## config.mk

```make
export PLATFORM = sky130hd
export DESIGN_NAME = per_second_byte_rate_limiter_core
export DESIGN_NICKNAME = d
export VERILOG_FILES = /design/src/rtl/core/psbrl_pkg.sv /design/src/rtl/core/per_second_byte_rate_limiter_core.sv /design/src/rtl/core/psbrl_div.sv /design/src/rtl/core/psbrl_front.sv /design/src/rtl/core/psbrl_back.sv
export VERILOG_INCLUDE_DIRS = /design/src /design/src/rtl/core
export SDC_FILE = /design/constraint.sdc
export NUM_CORES = 2
export LEC_CHECK = 0
export BUFFER_PORTS_ARGS = -buffer_cell sky130_fd_sc_hd__buf_2
export CAP_MARGIN = 15
export CORE_MARGIN = 8
export CORE_UTILIZATION = 46
export CTS_BUF_LIST = sky130_fd_sc_hd__clkbuf_2
export DETAILED_ROUTE_END_ITERATION = 8
export PLACE_DENSITY_LB_ADDON = 0.3
export SLEW_MARGIN = 20
export SYNTH_ARGS = -nofsm -noshare
export SYNTH_HDL_FRONTEND = slang
export SYNTH_SLANG_ARGS = --single-unit
```

## constraint.sdc

```tcl
create_clock -name clk -period 9.9 [get_ports clk]
set_clock_uncertainty 0.05 [all_clocks]
set_input_delay 0 -clock clk [delete_from_list [all_inputs] [get_ports clk]]
set_output_delay 0 -clock clk [all_outputs]
set_load 0.03 [all_outputs]
```

## src/rtl/core/per_second_byte_rate_limiter_core_defines.svh

```systemverilog
// Assertion macros shared by the rate limiter RTL.
// Expects signals named clk and rst in the scope of use.
`ifndef PER_SECOND_BYTE_RATE_LIMITER_CORE_DEFINES_SVH
`define PER_SECOND_BYTE_RATE_LIMITER_CORE_DEFINES_SVH

// Same-cycle implication, disabled during reset.
`define PSBRL_CHECK(lbl, ante, cons) \
  lbl: assert property (@(posedge clk) disable iff (rst) (ante) |-> (cons)) \
    else $error("psbrl check failed");

// Next-cycle implication, disabled during reset.
`define PSBRL_CHECK_NEXT(lbl, ante, cons) \
  lbl: assert property (@(posedge clk) disable iff (rst) (ante) |=> (cons)) \
    else $error("psbrl check failed");

`endif

```

## src/rtl/core/psbrl_pkg.sv

```systemverilog
// Package for the per-second byte rate limiter: payload types, job type,
// register indexes and constants. No dependencies.
`default_nettype none

package psbrl_pkg;

  localparam int LIMIT_W         = 24;
  localparam int CFG_DATA_W      = 16;
  localparam int CFG_IDX_W       = 2;
  localparam int DIV_W           = 36;  // even: two quotient bits per step
  localparam int DIVISOR_W       = 10;
  localparam int QUEUE_DEPTH_DEF = 2;

  localparam int LIMIT_FLOOR     = 100;
  localparam int PCT_DIV         = 100;
  localparam int MICROS_PER_SEC  = 1000000;
  localparam int MICROS_PER_MS   = 1000;

  localparam logic OP_REQUEST = 1'b0;
  localparam logic OP_REPORT  = 1'b1;

  typedef enum logic [CFG_IDX_W-1:0] {
    CFG_TAX        = 2'd0,
    CFG_RANGE_LOW  = 2'd1,
    CFG_RANGE_HIGH = 2'd2
  } cfg_reg_t;

  typedef enum logic [1:0] {
    JOB_REPORT = 2'd0,
    JOB_OPEN   = 2'd1,
    JOB_LIMIT  = 2'd2
  } job_kind_t;

  typedef struct packed {
    logic        operation;
    logic [15:0] pending_bytes;
    logic [31:0] now_seconds;
    logic [19:0] now_micros;
    logic [23:0] type_limit;
    logic [9:0]  connection_count;
    logic [30:0] random_word;
  } in_t;

  typedef struct packed {
    logic [15:0] grant_bytes;
    logic        delay_armed;
    logic [9:0]  delay_ms;
    logic [23:0] effective_limit;
  } out_t;

  typedef struct packed {
    job_kind_t   kind;
    logic [15:0] pending_bytes;
    logic [31:0] now_seconds;
    logic [19:0] now_micros;
    logic [23:0] type_limit;
    logic [9:0]  connection_count;
    logic [30:0] random_word;
  } job_t;

endpackage

`default_nettype wire

```

## src/rtl/core/per_second_byte_rate_limiter_core.sv

```systemverilog
// Top level of the per-second byte rate limiter: front end, job queue and
// back end. Depends on psbrl_pkg, psbrl_front and psbrl_back.
//
//   channel | dir | handshake          | payload
//   --------+-----+--------------------+---------------------------
//   in      | in  | in_valid/in_stall   | in_data  (psbrl_pkg::in_t)
//   out     | out | out_valid/out_stall | out_data (psbrl_pkg::out_t)
//   cfg     | in  | cfg_we              | cfg_index, cfg_data
//
// Sequencing: reports and unlimited requests go from idle straight to the
//   output state in the back end; a limited request steps through the tax,
//   subtract, clamp and compare states, with a pass through the shared
//   two-bit-per-cycle divider for each of random offset, percent scaling and
//   delay_ms where needed, and the multiply when scaling is on.
// Reset: synchronous rst clears queue, sequencer, window state and config.
// Stalls: the front queue keeps taking beats while a result waits in the
//   output register; in_stall rises only when the queue is full.
`default_nettype none

module per_second_byte_rate_limiter_core #(
  parameter int QUEUE_DEPTH = psbrl_pkg::QUEUE_DEPTH_DEF
) (
  input  logic                             clk,
  input  logic                             rst,
  input  logic                             in_valid,
  output logic                             in_stall,
  input  psbrl_pkg::in_t                   in_data,
  output logic                             out_valid,
  input  logic                             out_stall,
  output psbrl_pkg::out_t                  out_data,
  input  logic                             cfg_we,
  input  logic [psbrl_pkg::CFG_IDX_W-1:0]  cfg_index,
  input  logic [psbrl_pkg::CFG_DATA_W-1:0] cfg_data
);
  import psbrl_pkg::*;

  // queue head toward the back end
  logic job_valid;
  logic job_pop;
  job_t job_data;

  // front: classify each request beat (report / unlimited / limited) and
  // queue it
  psbrl_front #(
    .DEPTH (QUEUE_DEPTH)
  ) u_front (
    .clk       (clk),
    .rst       (rst),
    .in_valid  (in_valid),
    .in_stall  (in_stall),
    .in_data   (in_data),
    .job_valid (job_valid),
    .job_pop   (job_pop),
    .job_data  (job_data)
  );

  // back: window bookkeeping, tax, percent scaling, floor, budget cap, delay
  // and the registered result beat
  psbrl_back u_back (
    .clk       (clk),
    .rst       (rst),
    .cfg_we    (cfg_we),
    .cfg_index (cfg_index),
    .cfg_data  (cfg_data),
    .job_valid (job_valid),
    .job_pop   (job_pop),
    .job_data  (job_data),
    .out_valid (out_valid),
    .out_stall (out_stall),
    .out_data  (out_data)
  );

endmodule

`default_nettype wire

```

## src/rtl/core/psbrl_div.sv

```systemverilog
// Shared iterative unsigned divider, two quotient bits per cycle.
// Depends on psbrl_pkg for widths.
`default_nettype none

module psbrl_div (
  input  logic                            clk,
  input  logic                            rst,
  input  logic                            start,
  input  logic [psbrl_pkg::DIV_W-1:0]     dividend,
  input  logic [psbrl_pkg::DIVISOR_W-1:0] divisor,
  output logic                            busy,
  output logic                            done,
  output logic [psbrl_pkg::DIV_W-1:0]     quotient,
  output logic [psbrl_pkg::DIVISOR_W-1:0] remainder
);
  import psbrl_pkg::*;

  localparam int STEPS  = DIV_W / 2;
  localparam int STEP_W = $clog2(STEPS);
  localparam logic [STEP_W-1:0] STEP_LAST = STEP_W'(STEPS - 1);

  logic [DIV_W-1:0]     quo, quo_next;
  logic [DIVISOR_W-1:0] rem, rem_next, dvs;
  logic [STEP_W-1:0]    step;

  // two restoring steps; quotient bits shift in where dividend bits leave
  always_comb begin
    logic [DIVISOR_W:0] trial;
    trial    = '0;
    quo_next = quo;
    rem_next = rem;
    for (int i = 0; i < 2; i++) begin
      trial    = {rem_next, quo_next[DIV_W-1]};
      quo_next = {quo_next[DIV_W-2:0], 1'b0};
      if (trial >= {1'b0, dvs}) begin
        trial       = trial - {1'b0, dvs};
        quo_next[0] = 1'b1;
      end
      rem_next = trial[DIVISOR_W-1:0];
    end
  end

  always_ff @(posedge clk) begin
    if (rst) begin
      busy <= 1'b0;
      done <= 1'b0;
      step <= '0;
    end else begin
      // one-cycle pulse after the last step
      done <= busy && !start && (step == STEP_LAST);
      if (start) begin
        quo  <= dividend;
        rem  <= '0;
        dvs  <= divisor;
        step <= '0;
        busy <= 1'b1;
      end else if (busy) begin
        quo <= quo_next;
        rem <= rem_next;
        if (step == STEP_LAST) begin
          busy <= 1'b0;
        end else begin
          step <= step + 1'b1;
        end
      end
    end
  end

  assign quotient  = quo;
  assign remainder = rem;

endmodule

`default_nettype wire

```

## src/rtl/core/psbrl_front.sv

```systemverilog
// Front end: accepts input beats, classifies them into jobs and queues them
// for the back end. Depends on psbrl_pkg and the defines header.
`default_nettype none
`include "per_second_byte_rate_limiter_core_defines.svh"

module psbrl_front #(
  parameter int DEPTH = psbrl_pkg::QUEUE_DEPTH_DEF
) (
  input  logic             clk,
  input  logic             rst,
  input  logic             in_valid,
  output logic             in_stall,
  input  psbrl_pkg::in_t   in_data,
  output logic             job_valid,
  input  logic             job_pop,
  output psbrl_pkg::job_t  job_data
);
  import psbrl_pkg::*;

  localparam int PTR_W = (DEPTH > 1) ? $clog2(DEPTH) : 1;
  localparam int CNT_W = $clog2(DEPTH + 1);
  localparam logic [PTR_W-1:0] PTR_LAST = PTR_W'(DEPTH - 1);
  localparam logic [CNT_W-1:0] CNT_FULL = CNT_W'(DEPTH);

  job_t             queue [DEPTH];
  job_t             job_in;
  logic [PTR_W-1:0] wr_ptr, rd_ptr;
  logic [CNT_W-1:0] count;
  logic             push;

  always_comb begin
    job_in.pending_bytes    = in_data.pending_bytes;
    job_in.now_seconds      = in_data.now_seconds;
    job_in.now_micros       = in_data.now_micros;
    job_in.type_limit       = in_data.type_limit;
    job_in.connection_count = in_data.connection_count;
    job_in.random_word      = in_data.random_word;
    priority if (in_data.operation == OP_REPORT) begin
      job_in.kind = JOB_REPORT;
    end else if (in_data.type_limit == '0) begin
      job_in.kind = JOB_OPEN;
    end else begin
      job_in.kind = JOB_LIMIT;
    end
  end

  assign in_stall  = (count == CNT_FULL);
  assign push      = in_valid && !in_stall;
  assign job_valid = (count != '0);
  assign job_data  = queue[rd_ptr];

  always_ff @(posedge clk) begin
    if (push) begin
      queue[wr_ptr] <= job_in;
    end
  end

  always_ff @(posedge clk) begin
    if (rst) begin
      wr_ptr <= '0;
      rd_ptr <= '0;
      count  <= '0;
    end else begin
      if (push) begin
        wr_ptr <= (wr_ptr == PTR_LAST) ? '0 : wr_ptr + 1'b1;
      end
      if (job_pop) begin
        rd_ptr <= (rd_ptr == PTR_LAST) ? '0 : rd_ptr + 1'b1;
      end
      if (push && !job_pop) begin
        count <= count + 1'b1;
      end else if (job_pop && !push) begin
        count <= count - 1'b1;
      end
    end
  end

  `PSBRL_CHECK(a_count_bound, 1'b1, count <= CNT_FULL)
  `PSBRL_CHECK(a_pop_nonempty, job_pop, count != '0)
  `PSBRL_CHECK_NEXT(a_push_grows, push && !job_pop, count == $past(count) + 1'b1)

endmodule

`default_nettype wire

```

## src/rtl/core/psbrl_back.sv

```systemverilog
// Back end: window state, config registers, limit computation sequencer and
// the output register. Depends on psbrl_pkg, psbrl_div and the defines header.
`default_nettype none
`include "per_second_byte_rate_limiter_core_defines.svh"

module psbrl_back (
  input  logic                             clk,
  input  logic                             rst,
  input  logic                             cfg_we,
  input  logic [psbrl_pkg::CFG_IDX_W-1:0]  cfg_index,
  input  logic [psbrl_pkg::CFG_DATA_W-1:0] cfg_data,
  input  logic                             job_valid,
  output logic                             job_pop,
  input  psbrl_pkg::job_t                  job_data,
  output logic                             out_valid,
  input  logic                             out_stall,
  output psbrl_pkg::out_t                  out_data
);
  import psbrl_pkg::*;

  localparam int RL_W    = 31;  // signed working limit
  localparam int REM_W   = 34;  // signed remaining budget
  localparam int PCT_W   = DIVISOR_W + 1;
  localparam int TAXP_W  = 26;
  localparam int SPROD_W = LIMIT_W + PCT_W;

  typedef enum logic [3:0] {
    S_IDLE, S_TAX, S_SUB, S_MOD, S_MUL, S_SCALE, S_CLAMP, S_CMP, S_DMS, S_EMIT
  } state_t;

  state_t state;

  logic [15:0]          tax_per_connection;
  logic [DIVISOR_W-1:0] range_low_percent;
  logic [DIVISOR_W-1:0] range_high_percent;

  logic [31:0] window_second;
  logic [31:0] window_bytes;
  logic [30:0] latched_random;

  job_t                    wk;
  out_t                    res;
  logic [TAXP_W-1:0]       tax_prod;
  logic [DIVISOR_W-1:0]    span;
  logic signed [RL_W-1:0]  rl;
  logic [PCT_W-1:0]        pct;

  logic                    div_start, div_busy, div_done;
  logic [DIV_W-1:0]        div_a, div_quo;
  logic [DIVISOR_W-1:0]    div_b, div_rem;

  logic [32:0]             wb_sum;
  logic [31:0]             wb_sat;
  logic [SPROD_W-1:0]      scale_prod;
  logic signed [REM_W-1:0] remaining;
  logic                    capped;
  logic                    emit;

  psbrl_div u_div (
    .clk       (clk),
    .rst       (rst),
    .start     (div_start),
    .dividend  (div_a),
    .divisor   (div_b),
    .busy      (div_busy),
    .done      (div_done),
    .quotient  (div_quo),
    .remainder (div_rem)
  );

  assign job_pop = (state == S_IDLE) && job_valid;

  always_comb begin
    wb_sum     = {1'b0, window_bytes} + 33'(job_data.pending_bytes);
    wb_sat     = wb_sum[32] ? '1 : wb_sum[31:0];
    scale_prod = SPROD_W'(rl[LIMIT_W-1:0]) * SPROD_W'(pct);
    remaining  = $signed(REM_W'(rl[RL_W-2:0])) - $signed(REM_W'(window_bytes));
    capped     = $signed(REM_W'(wk.pending_bytes)) > remaining;
    emit       = (state == S_EMIT) && (!out_valid || !out_stall);
  end

  always_ff @(posedge clk) begin
    if (rst) begin
      state              <= S_IDLE;
      out_valid          <= 1'b0;
      div_start          <= 1'b0;
      tax_per_connection <= '0;
      range_low_percent  <= '0;
      range_high_percent <= '0;
      window_second      <= '0;
      window_bytes       <= '0;
      latched_random     <= '0;
    end else begin
      if (cfg_we) begin
        case (cfg_index)
          CFG_TAX:        tax_per_connection <= cfg_data;
          CFG_RANGE_LOW:  range_low_percent  <= cfg_data[DIVISOR_W-1:0];
          CFG_RANGE_HIGH: range_high_percent <= cfg_data[DIVISOR_W-1:0];
          default: ;
        endcase
      end

      if (emit) begin
        out_valid <= 1'b1;
      end else if (out_valid && !out_stall) begin
        out_valid <= 1'b0;
      end

      unique case (state)
        S_IDLE: begin
          if (job_valid) begin
            wk <= job_data;
            unique case (job_data.kind)
              JOB_REPORT: begin
                res          <= '0;
                window_bytes <= wb_sat;
                state        <= S_EMIT;
              end
              JOB_OPEN: begin
                res   <= '{grant_bytes: job_data.pending_bytes, default: '0};
                state <= S_EMIT;
              end
              JOB_LIMIT: begin
                res <= '0;
                if (job_data.now_seconds != window_second) begin
                  window_bytes  <= '0;
                  window_second <= job_data.now_seconds;
                  if (range_low_percent != '0) begin
                    latched_random <= job_data.random_word;
                  end
                end
                state <= S_TAX;
              end
              default: begin
                res   <= '0;
                state <= S_EMIT;
              end
            endcase
          end
        end
        S_TAX: begin
          tax_prod <= TAXP_W'(tax_per_connection) * TAXP_W'(wk.connection_count);
          span     <= (range_high_percent >= range_low_percent)
                      ? range_high_percent - range_low_percent
                      : range_low_percent - range_high_percent;
          state    <= S_SUB;
        end
        S_SUB: begin
          rl <= $signed(RL_W'(wk.type_limit)) - $signed(RL_W'(tax_prod));
          priority if (range_low_percent == '0) begin
            state <= S_CLAMP;
          end else if (span == '0) begin
            pct   <= PCT_W'(range_low_percent);
            state <= S_MUL;
          end else begin
            div_a     <= DIV_W'(latched_random);
            div_b     <= span;
            div_start <= 1'b1;
            state     <= S_MOD;
          end
        end
        S_MOD: begin
          div_start <= 1'b0;
          if (div_done) begin
            pct   <= PCT_W'(range_low_percent) + PCT_W'(div_rem);
            state <= S_MUL;
          end
        end
        S_MUL: begin
          if (rl[RL_W-1] || rl == '0) begin
            rl    <= '0;
            state <= S_CLAMP;
          end else begin
            div_a     <= DIV_W'(scale_prod);
            div_b     <= DIVISOR_W'(PCT_DIV);
            div_start <= 1'b1;
            state     <= S_SCALE;
          end
        end
        S_SCALE: begin
          div_start <= 1'b0;
          if (div_done) begin
            rl    <= RL_W'(div_quo);
            state <= S_CLAMP;
          end
        end
        S_CLAMP: begin
          if (rl < $signed(RL_W'(LIMIT_FLOOR))) begin
            rl <= RL_W'(LIMIT_FLOOR);
          end
          state <= S_CMP;
        end
        S_CMP: begin
          res.effective_limit <= (rl[RL_W-2:LIMIT_W] != '0) ? '1 : rl[LIMIT_W-1:0];
          if (capped) begin
            res.delay_armed <= 1'b1;
            res.grant_bytes <= (remaining > 0) ? remaining[15:0] : '0;
            if (wk.now_micros < 20'(MICROS_PER_SEC)) begin
              div_a     <= DIV_W'(MICROS_PER_SEC) - DIV_W'(wk.now_micros);
              div_b     <= DIVISOR_W'(MICROS_PER_MS);
              div_start <= 1'b1;
              state     <= S_DMS;
            end else begin
              state <= S_EMIT;
            end
          end else begin
            res.grant_bytes <= wk.pending_bytes;
            state           <= S_EMIT;
          end
        end
        S_DMS: begin
          div_start <= 1'b0;
          if (div_done) begin
            res.delay_ms <= div_quo[DIVISOR_W-1:0];
            state        <= S_EMIT;
          end
        end
        S_EMIT: begin
          if (emit) begin
            out_data <= res;
            state    <= S_IDLE;
          end
        end
        default: state <= S_IDLE;
      endcase
    end
  end

  `PSBRL_CHECK(a_div_idle_start, div_start, !div_busy)
  `PSBRL_CHECK(a_delay_only_armed, out_valid && !out_data.delay_armed,
               out_data.delay_ms == '0)
  `PSBRL_CHECK(a_limit_floor, out_valid && out_data.effective_limit != '0,
               out_data.effective_limit >= 24'(LIMIT_FLOOR))

endmodule

`default_nettype wire
```

Word-level counts from Yosys, hierarchy flattened
Memories as Yosys holds them, arrays and structs flattened. A register that Yosys moved wholly into a read port is not among the register bits.
Cells that the tools add are included.
{ "word_totals": {"wordCells": 224, "mem_bits_ro": 0, "ramBits": 270, "output_inout_bits": 53, "latchBits": 0, "regBits": 500, "memories": 1, "input_bits": 157} }
{ "memory_table": {"columns": ["memory", "words", "width", "rd", "rd_ports_with_merged_regs", "wr", "line_no", "text"], "rows": [
  ["u_front.queue", 2, 135, 1, 1, 1, "psbrl_front.sv:25", "job_t queue [DEPTH];"]
]} }
{ "op_classes": {"bitwise_logic": 2, "n_mul": 2, "mux": 74, "shifts": 0, "n_addsub": 14, "eq_ne": 30, "n_lt_le_gt_ge": 7, "reduce_logical": 58, "n_div": 0} }
{ "op_table": {"columns": ["cell", "count"], "rows": [
  ["two-way mux 36 bit", 7],
  ["one-hot mux 31 bit (4 select lines)", 1],
  ["one-hot mux 36 bit (3 select lines)", 1],
  ["two-way mux 51 bit", 2],
  ["two-way mux 10 bit", 10],
  ["two-way mux 31 bit", 3],
  ["two-way mux 32 bit", 2],
  ["one-hot mux 32 bit (2 select lines)", 1],
  ["one-hot mux 24 bit (2 select lines)", 1],
  ["one-hot mux 4 bit (10 select lines)", 1],
  ["subtractor 10 bit", 4],
  ["multiplier 24 x 11 -> 35 bit", 1],
  ["> comparator 17 x 34 -> 1 bit", 1],
  ["> comparator 34 x 1 -> 1 bit, second input constant", 1],
  ["one-hot mux 17 bit (2 select lines)", 1],
  ["adder 32 x 16 -> 33 bit", 1],
  ["two-way mux 11 bit", 3],
  ["subtractor 30 x 32 -> 33 bit", 1],
  ["two-way mux 16 bit", 2],
  ["two-way mux 4 bit", 8],
  ["inequality test 32 bit", 1],
  ["logical NOT 31 bit", 1],
  ["< comparator 31 x 8 -> 1 bit, second input constant", 1],
  ["one-hot mux 10 bit (3 select lines)", 1],
  ["other kinds (48)", 131]
]} }

Longest topological paths before layout
{ "logic_depth": {"word_depth": 7, "mapped_depth": 23, "mapped_depth_nobuf": 22} }

Cells and area by module
Synthesis repeated with hierarchy kept, for this count alone.
{ "hier_totals": {"hier_cells": 4496, "hier_area_um2": 49302.3} }
{ "by_module_without_submodules": {"columns": ["module", "seq_area_each_um2", "cells_each", "area_per_inst_um2", "n_inst"], "rows": [
  ["psbrl_back", 11631.2, 3692, 35134.9, 1],
  ["psbrl_front", 8207.9, 455, 10213.5, 1],
  ["psbrl_div", 1821.7, 349, 3953.8, 1]
]} }

Least setup slack after synthesis
Ideal clock, no wire load.
{ "synth_timing": {"kind": "reg2reg", "startpoint": "register u_front.count[0]", "endpoint": "memory u_front.queue[0][0] in the netlist's numbering (enable)", "setup_slack_ps": 2978, "stages_incl_launch_ff": 4, "setup_ps": 631, "t_required_ps": 9219, "period_less_slack_ps": 6922, "t_arrival_ps": 6242, "path_cell_list": "dfxtp_1 nand2b_1 nand2_1 nor2_1"} }
{ "synth_via": {"elab_chain_cells": 5} }
{ "synth_rtl": {"columns": ["element", "line_no", "text"], "rows": [
  ["start: declaration", "psbrl_front.sv:28", "logic [CNT_W-1:0] count;"],
  ["start signal: assignment", "psbrl_front.sv:71", "count <= count + 1'b1;"],
  ["start signal: assignment", "psbrl_front.sv:73", "count <= count - 1'b1;"],
  ["== test 2 bit", "psbrl_front.sv:47", "assign in_stall = (count == CNT_FULL);"],
  ["logical NOT 1 bit", "psbrl_front.sv:48", "assign push = in_valid && !in_stall;"],
  ["logical AND 1 bit", "psbrl_front.sv:48", null],
  ["two-way mux 1 bit", "psbrl_front.sv:53", "if (push) begin"],
  ["two-way mux 1 bit (not written as such)", "psbrl_front.sv:54", "queue[wr_ptr] <= job_in;"],
  ["end: declaration", "psbrl_front.sv:25", null]
]} }
No other way between the ends.

Worst setup path after layout
{ "layout_timing": {"startpoint": "register u_back.rl[0]", "endpoint": "register u_back.div_a[30] (enable)"} }
{ "layout_via": {"elab_chain_cells": 4, "word_cells_on_any_way": 7, "cone_classes": "add/sub (1); order compare (1); eq/ne (2); reduce/logical (3)"} }
{ "layout_rtl": {"columns": ["element", "line_no", "text"], "rows": [
  ["start: declaration", "psbrl_back.sv:45", "logic signed [RL_W-1:0] rl;"],
  ["start signal: assignment", "psbrl_back.sv:149", "rl <= $signed(RL_W'(wk.type_limit)) - $signed(RL_W'(tax_prod));"],
  ["start signal: assignment", "psbrl_back.sv:183", "rl <= RL_W'(div_quo);"],
  ["start signal: assignment", "psbrl_back.sv:189", "rl <= RL_W'(LIMIT_FLOOR);"],
  ["subtractor 30 x 32 -> 33 bit or logical NOT 31 bit (tied branches)", "psbrl_back.sv:77, psbrl_back.sv:170", null],
  ["> comparator 17 x 34 -> 1 bit or logical OR 1 bit (tied branches)", "psbrl_back.sv:78, psbrl_back.sv:170", null],
  ["inequality test 2 x 1 -> 1 bit (no source line) or inequality test 2 bit (tied branches)", null, null],
  ["AND reduction 7 bit (no source line) *", null, null],
  ["end signal: assignment", "psbrl_back.sv:156", "div_a <= DIV_W'(latched_random);"],
  ["end signal: assignment", "psbrl_back.sv:174", "div_a <= DIV_W'(scale_prod);"],
  ["end signal: assignment", "psbrl_back.sv:199", "div_a <= DIV_W'(MICROS_PER_SEC) - DIV_W'(wk.now_micros);"],
  ["end: declaration", "psbrl_back.sv:49", "logic [DIV_W-1:0] div_a, div_quo;"]
]} }
Mark *: on every way between the ends. The rest lies on a longest branch, timed or not.
A chain may end at the register's enable or synchronous reset.

==> impl_results.md <==
* Slew HR at 28.7%
* Horiz. Die Dim at 340 um
* Warnings, synthesis at 0
* Total negative slack at 0 ns
* IO Port Bufs at 209
* Area delta synth->final at 19.6%
* Hold Path Class: in2reg
* Commonest cells after routing, fill and taps aside: 622 x edfxtp_1, 499 x dlygate4sd3_1, 476 x nand2_1
* Max VDD drop at 146 uV
* Syn_nets at 5180
* Status: finished, final reports clean
* Distinct cells, synth at 76
* Die Area at 0.116 sq mm
* Area of the core at 0.105 sq mm
* Chip Height at 340 um
* Placed cell areas at 0.0509 sq mm
* WL per Instance at 20.2 um
* Yosys reg bits at 771
* Cells on Worst Hold Path at 8
* Post-Route WL at 136000 um
* Nets at 5934
* Total Power at 11.9 mW
* Power density over cell area at 206 mW/mm^2
* Top_reg_cell synth: edfxtp_1
* Max Slew Vio Count at 0
* Slack of the worst reg-to-reg path at 2.93 ns
* Hold Fails Final Rpt at 0
* Pin count of the biggest net entering global routing at 71
* Vias in the first global route at 37.7k
* Worst Path Arrival at 8.00 ns
* Crit Path Max Fanout at 46
* Post-CTS resize count at 0
* CTS Buffer Depth at 3
* Leak pwr at 24.0 nW
* Clock slew at reported path FFs at 0.11 ns
* First-pass GRT wire length at 212000 um
* CTS root buf: clkbuf_2
* Starting density of the core at 46.2%
* Worst path required time at 10.93 ns
* Register area share after synthesis at 44.7%
* Row cnt at 119
* Kind of critical path: reg2reg
* Vias per Instance at 5.39
* Initial antenna violation count at 9
* Tmin final at 6.97 ns
* Total number of vias at 36.4k
* Worst reg-to-reg path cell count at 23
* Drt drc at 0
* Postcts setup bufs at 0
* Num ports at 210
* FILL cells at 8955
* TritonCTS Buffers at 195
* Period utilization at 70.4%
* Slew @ Worst Pin at 1.06 ns
* Post-synth EDFFs at 622
* H-tree depth at 4
* Synthesized cell area at 0.0484 sq mm
* Initial DRC count at 2786
* Layout cells sized above 1 at 13.4%
* GPL Wtd Cong at 0.918
* CTS Sinks at 771
* Clk Latency, worst-skew pair at 1.49 ns
* All-Layer GR Usage at 23.1%
* Post-DP HPWL at 91300 um
* Gr ovfl total at 0
* Finished layout cell area at 0.0579 sq mm
* F_max at 143 MHz
* Async SR Flop Fraction at 0%
* Final ANT Viol Nets at 0
* Critical Path Source Type: flip-flop
* Synthesized area per cell at 10.9 sq um
* CTS tree: yes
* Post-synthesis cell count at 4435
* CP endpoint kind: flip-flop
* Most common library cell in the layout ignoring fill and taps: edfxtp_1
* Max_cap viols at 0
* RSZ-0062 raised after global routing: no
* First-pass DRT Iterations at 6
* Final Setup Violations at 0
* Fin util at 55.2%
[power breakdown]
group	internal, mW	total, mW	leakage (nW)	switching (mW)
Clock	0.910	2.33	1.41	1.42
Combinational	2.09	5.10	15.7	3.01
Sequential	4.15	4.52	6.96	0.363
Total	7.15	11.9	24.0	4.80
[metal layers]
layer,part of all wire (%),GRT usage [%],routed length (um)
met1,40,27.9,54200
met2,49,39.5,67000
met3,6.4,4.58,8700
met4,4.6,11.0,6260
met5,0.014,0,19
[kinds of logic after synthesis]
family                   Yosys count  synth area share (%)
flip-flops                       771                  44.7
multiplexers                     209                  4.61
AO/OA/AOI/OAI                    737                  9.66
AND/OR/NAND/NOR                 1281                  12.4
XOR/XNOR                         180                  3.26
adder cells (fa/ha/maj)          588                  20.1
buffers and inverters            669                  5.20
[layout make-up]
class                           count  area (sq um)  area share (%)
Multi-Input combinational cell   2995         24300            42.0
Sequential cell                   771         21700            37.4
Antenna cell                        5          12.5          0.0216
Timing Repair Buffer              756          6450            11.1
Tap cell                         1391          1740            3.01
Clock inverter                     79           534           0.923
Clock buffer                      281          1410            2.43
Inverter                          470          1760            3.05
[cells in the mapped netlist, types with 9 or more instances]
cell type	n	share of area, %
edfxtp_1	622	39
nand2_1	476	3.7
inv_1	469	3.6
fa_1	315	13
nor2_1	306	2.4
ha_1	273	7.1
a21oi_1	210	2.2
and2_1	196	2.5
o21ai_0	180	1.9
clkbuf_1	179	1.4
dfxtp_1	149	6.2
xnor2_1	120	2.2
mux2_2	113	2.6
mux2i_1	96	2.0
xor2_1	60	1.1
a21o_1	52	0.81
a211oi_1	47	0.73
nor3_1	45	0.47
a31oi_1	40	0.52
nand3_1	37	0.38
nor2b_1	36	0.47
nand2b_1	35	0.45
nand4_1	34	0.44
nor4_1	34	0.44
and3_1	21	0.27
o21a_1	21	0.33
or3_1	18	0.23
buf_1	16	0.12
o211ai_1	14	0.22
o21bai_1	14	0.22
a311oi_1	13	0.24
o31ai_1	13	0.20
a32oi_1	11	0.20
nand3b_1	11	0.17
nor3b_1	11	0.17
a21boi_0	10	0.16
a22oi_1	10	0.16
a211o_1	9	0.16
[sequential cells by signal, summed over array words and instances (netlist names), 26 cells and up, named ones only]
name and cells:
u_back.latched_random 31, u_back.window_second 32, u_back.out_data 51, u_back.tax_prod 26, u_back.div_a 36, u_front.queue 270, u_back.window_bytes 32, u_back.rl 31
u_back.wk 70, u_back.u_div.quotient 36, u_back.res 51
[critical path: stages, from the launching register on]
cell       delay [ns]
edfxtp_1         0.65
inv_1            0.16
ha_1             0.17
inv_1            0.05
fa_1             0.42
a211o_1          0.30
a2111o_1         0.47
a21o_1           0.24
a21oi_1          0.20
xnor2_1          0.22
inv_1            0.08
ha_1             0.29
nand4_1          0.10
nor4_1           0.07
a21o_1           0.17
a311oi_1         0.21
o2111ai_1        0.15
nor4_1           0.29
nand4_1          0.18
nor4_4           0.28
buf_4            0.28
nand2b_1         0.64
and3_2           0.33
buf_4            0.53
[worst paths after layout]
kind                                          startpoint                       endpoint
worst max-delay path              u_back.rl[0]$_DFFE_PP_     u_back.div_a[30]$_DFFE_PP_
worst min register to register  u_back.res[43]$_DFFE_PP_  u_back.out_data[43]$_DFFE_PP_
worst max register to register    u_back.rl[0]$_DFFE_PP_     u_back.div_a[30]$_DFFE_PP_
worst min-delay path                            in_valid  u_front.count[0]$_SDFFE_PP0P_
[timing repair]
item	4_1_cts	5_1_grt
setup endpoints to repair	0	0
endpoints found under the hold margin	867	0
hold buffers	502	0
[per-stage QoR]
stage	worst slack [ns]	hold slack [ns]	std cells
3_3_place_gp	3.16	0.137	5881
6_report	2.93	0.239	6748
2_1_floorplan	2.98	0.0489	4435
4_1_cts	3.02	0.00200	6743
5_1_grt	2.51	0.140	6746
3_5_place_dp	3.04	0.141	5881
(Power assumes the default switching activity.)
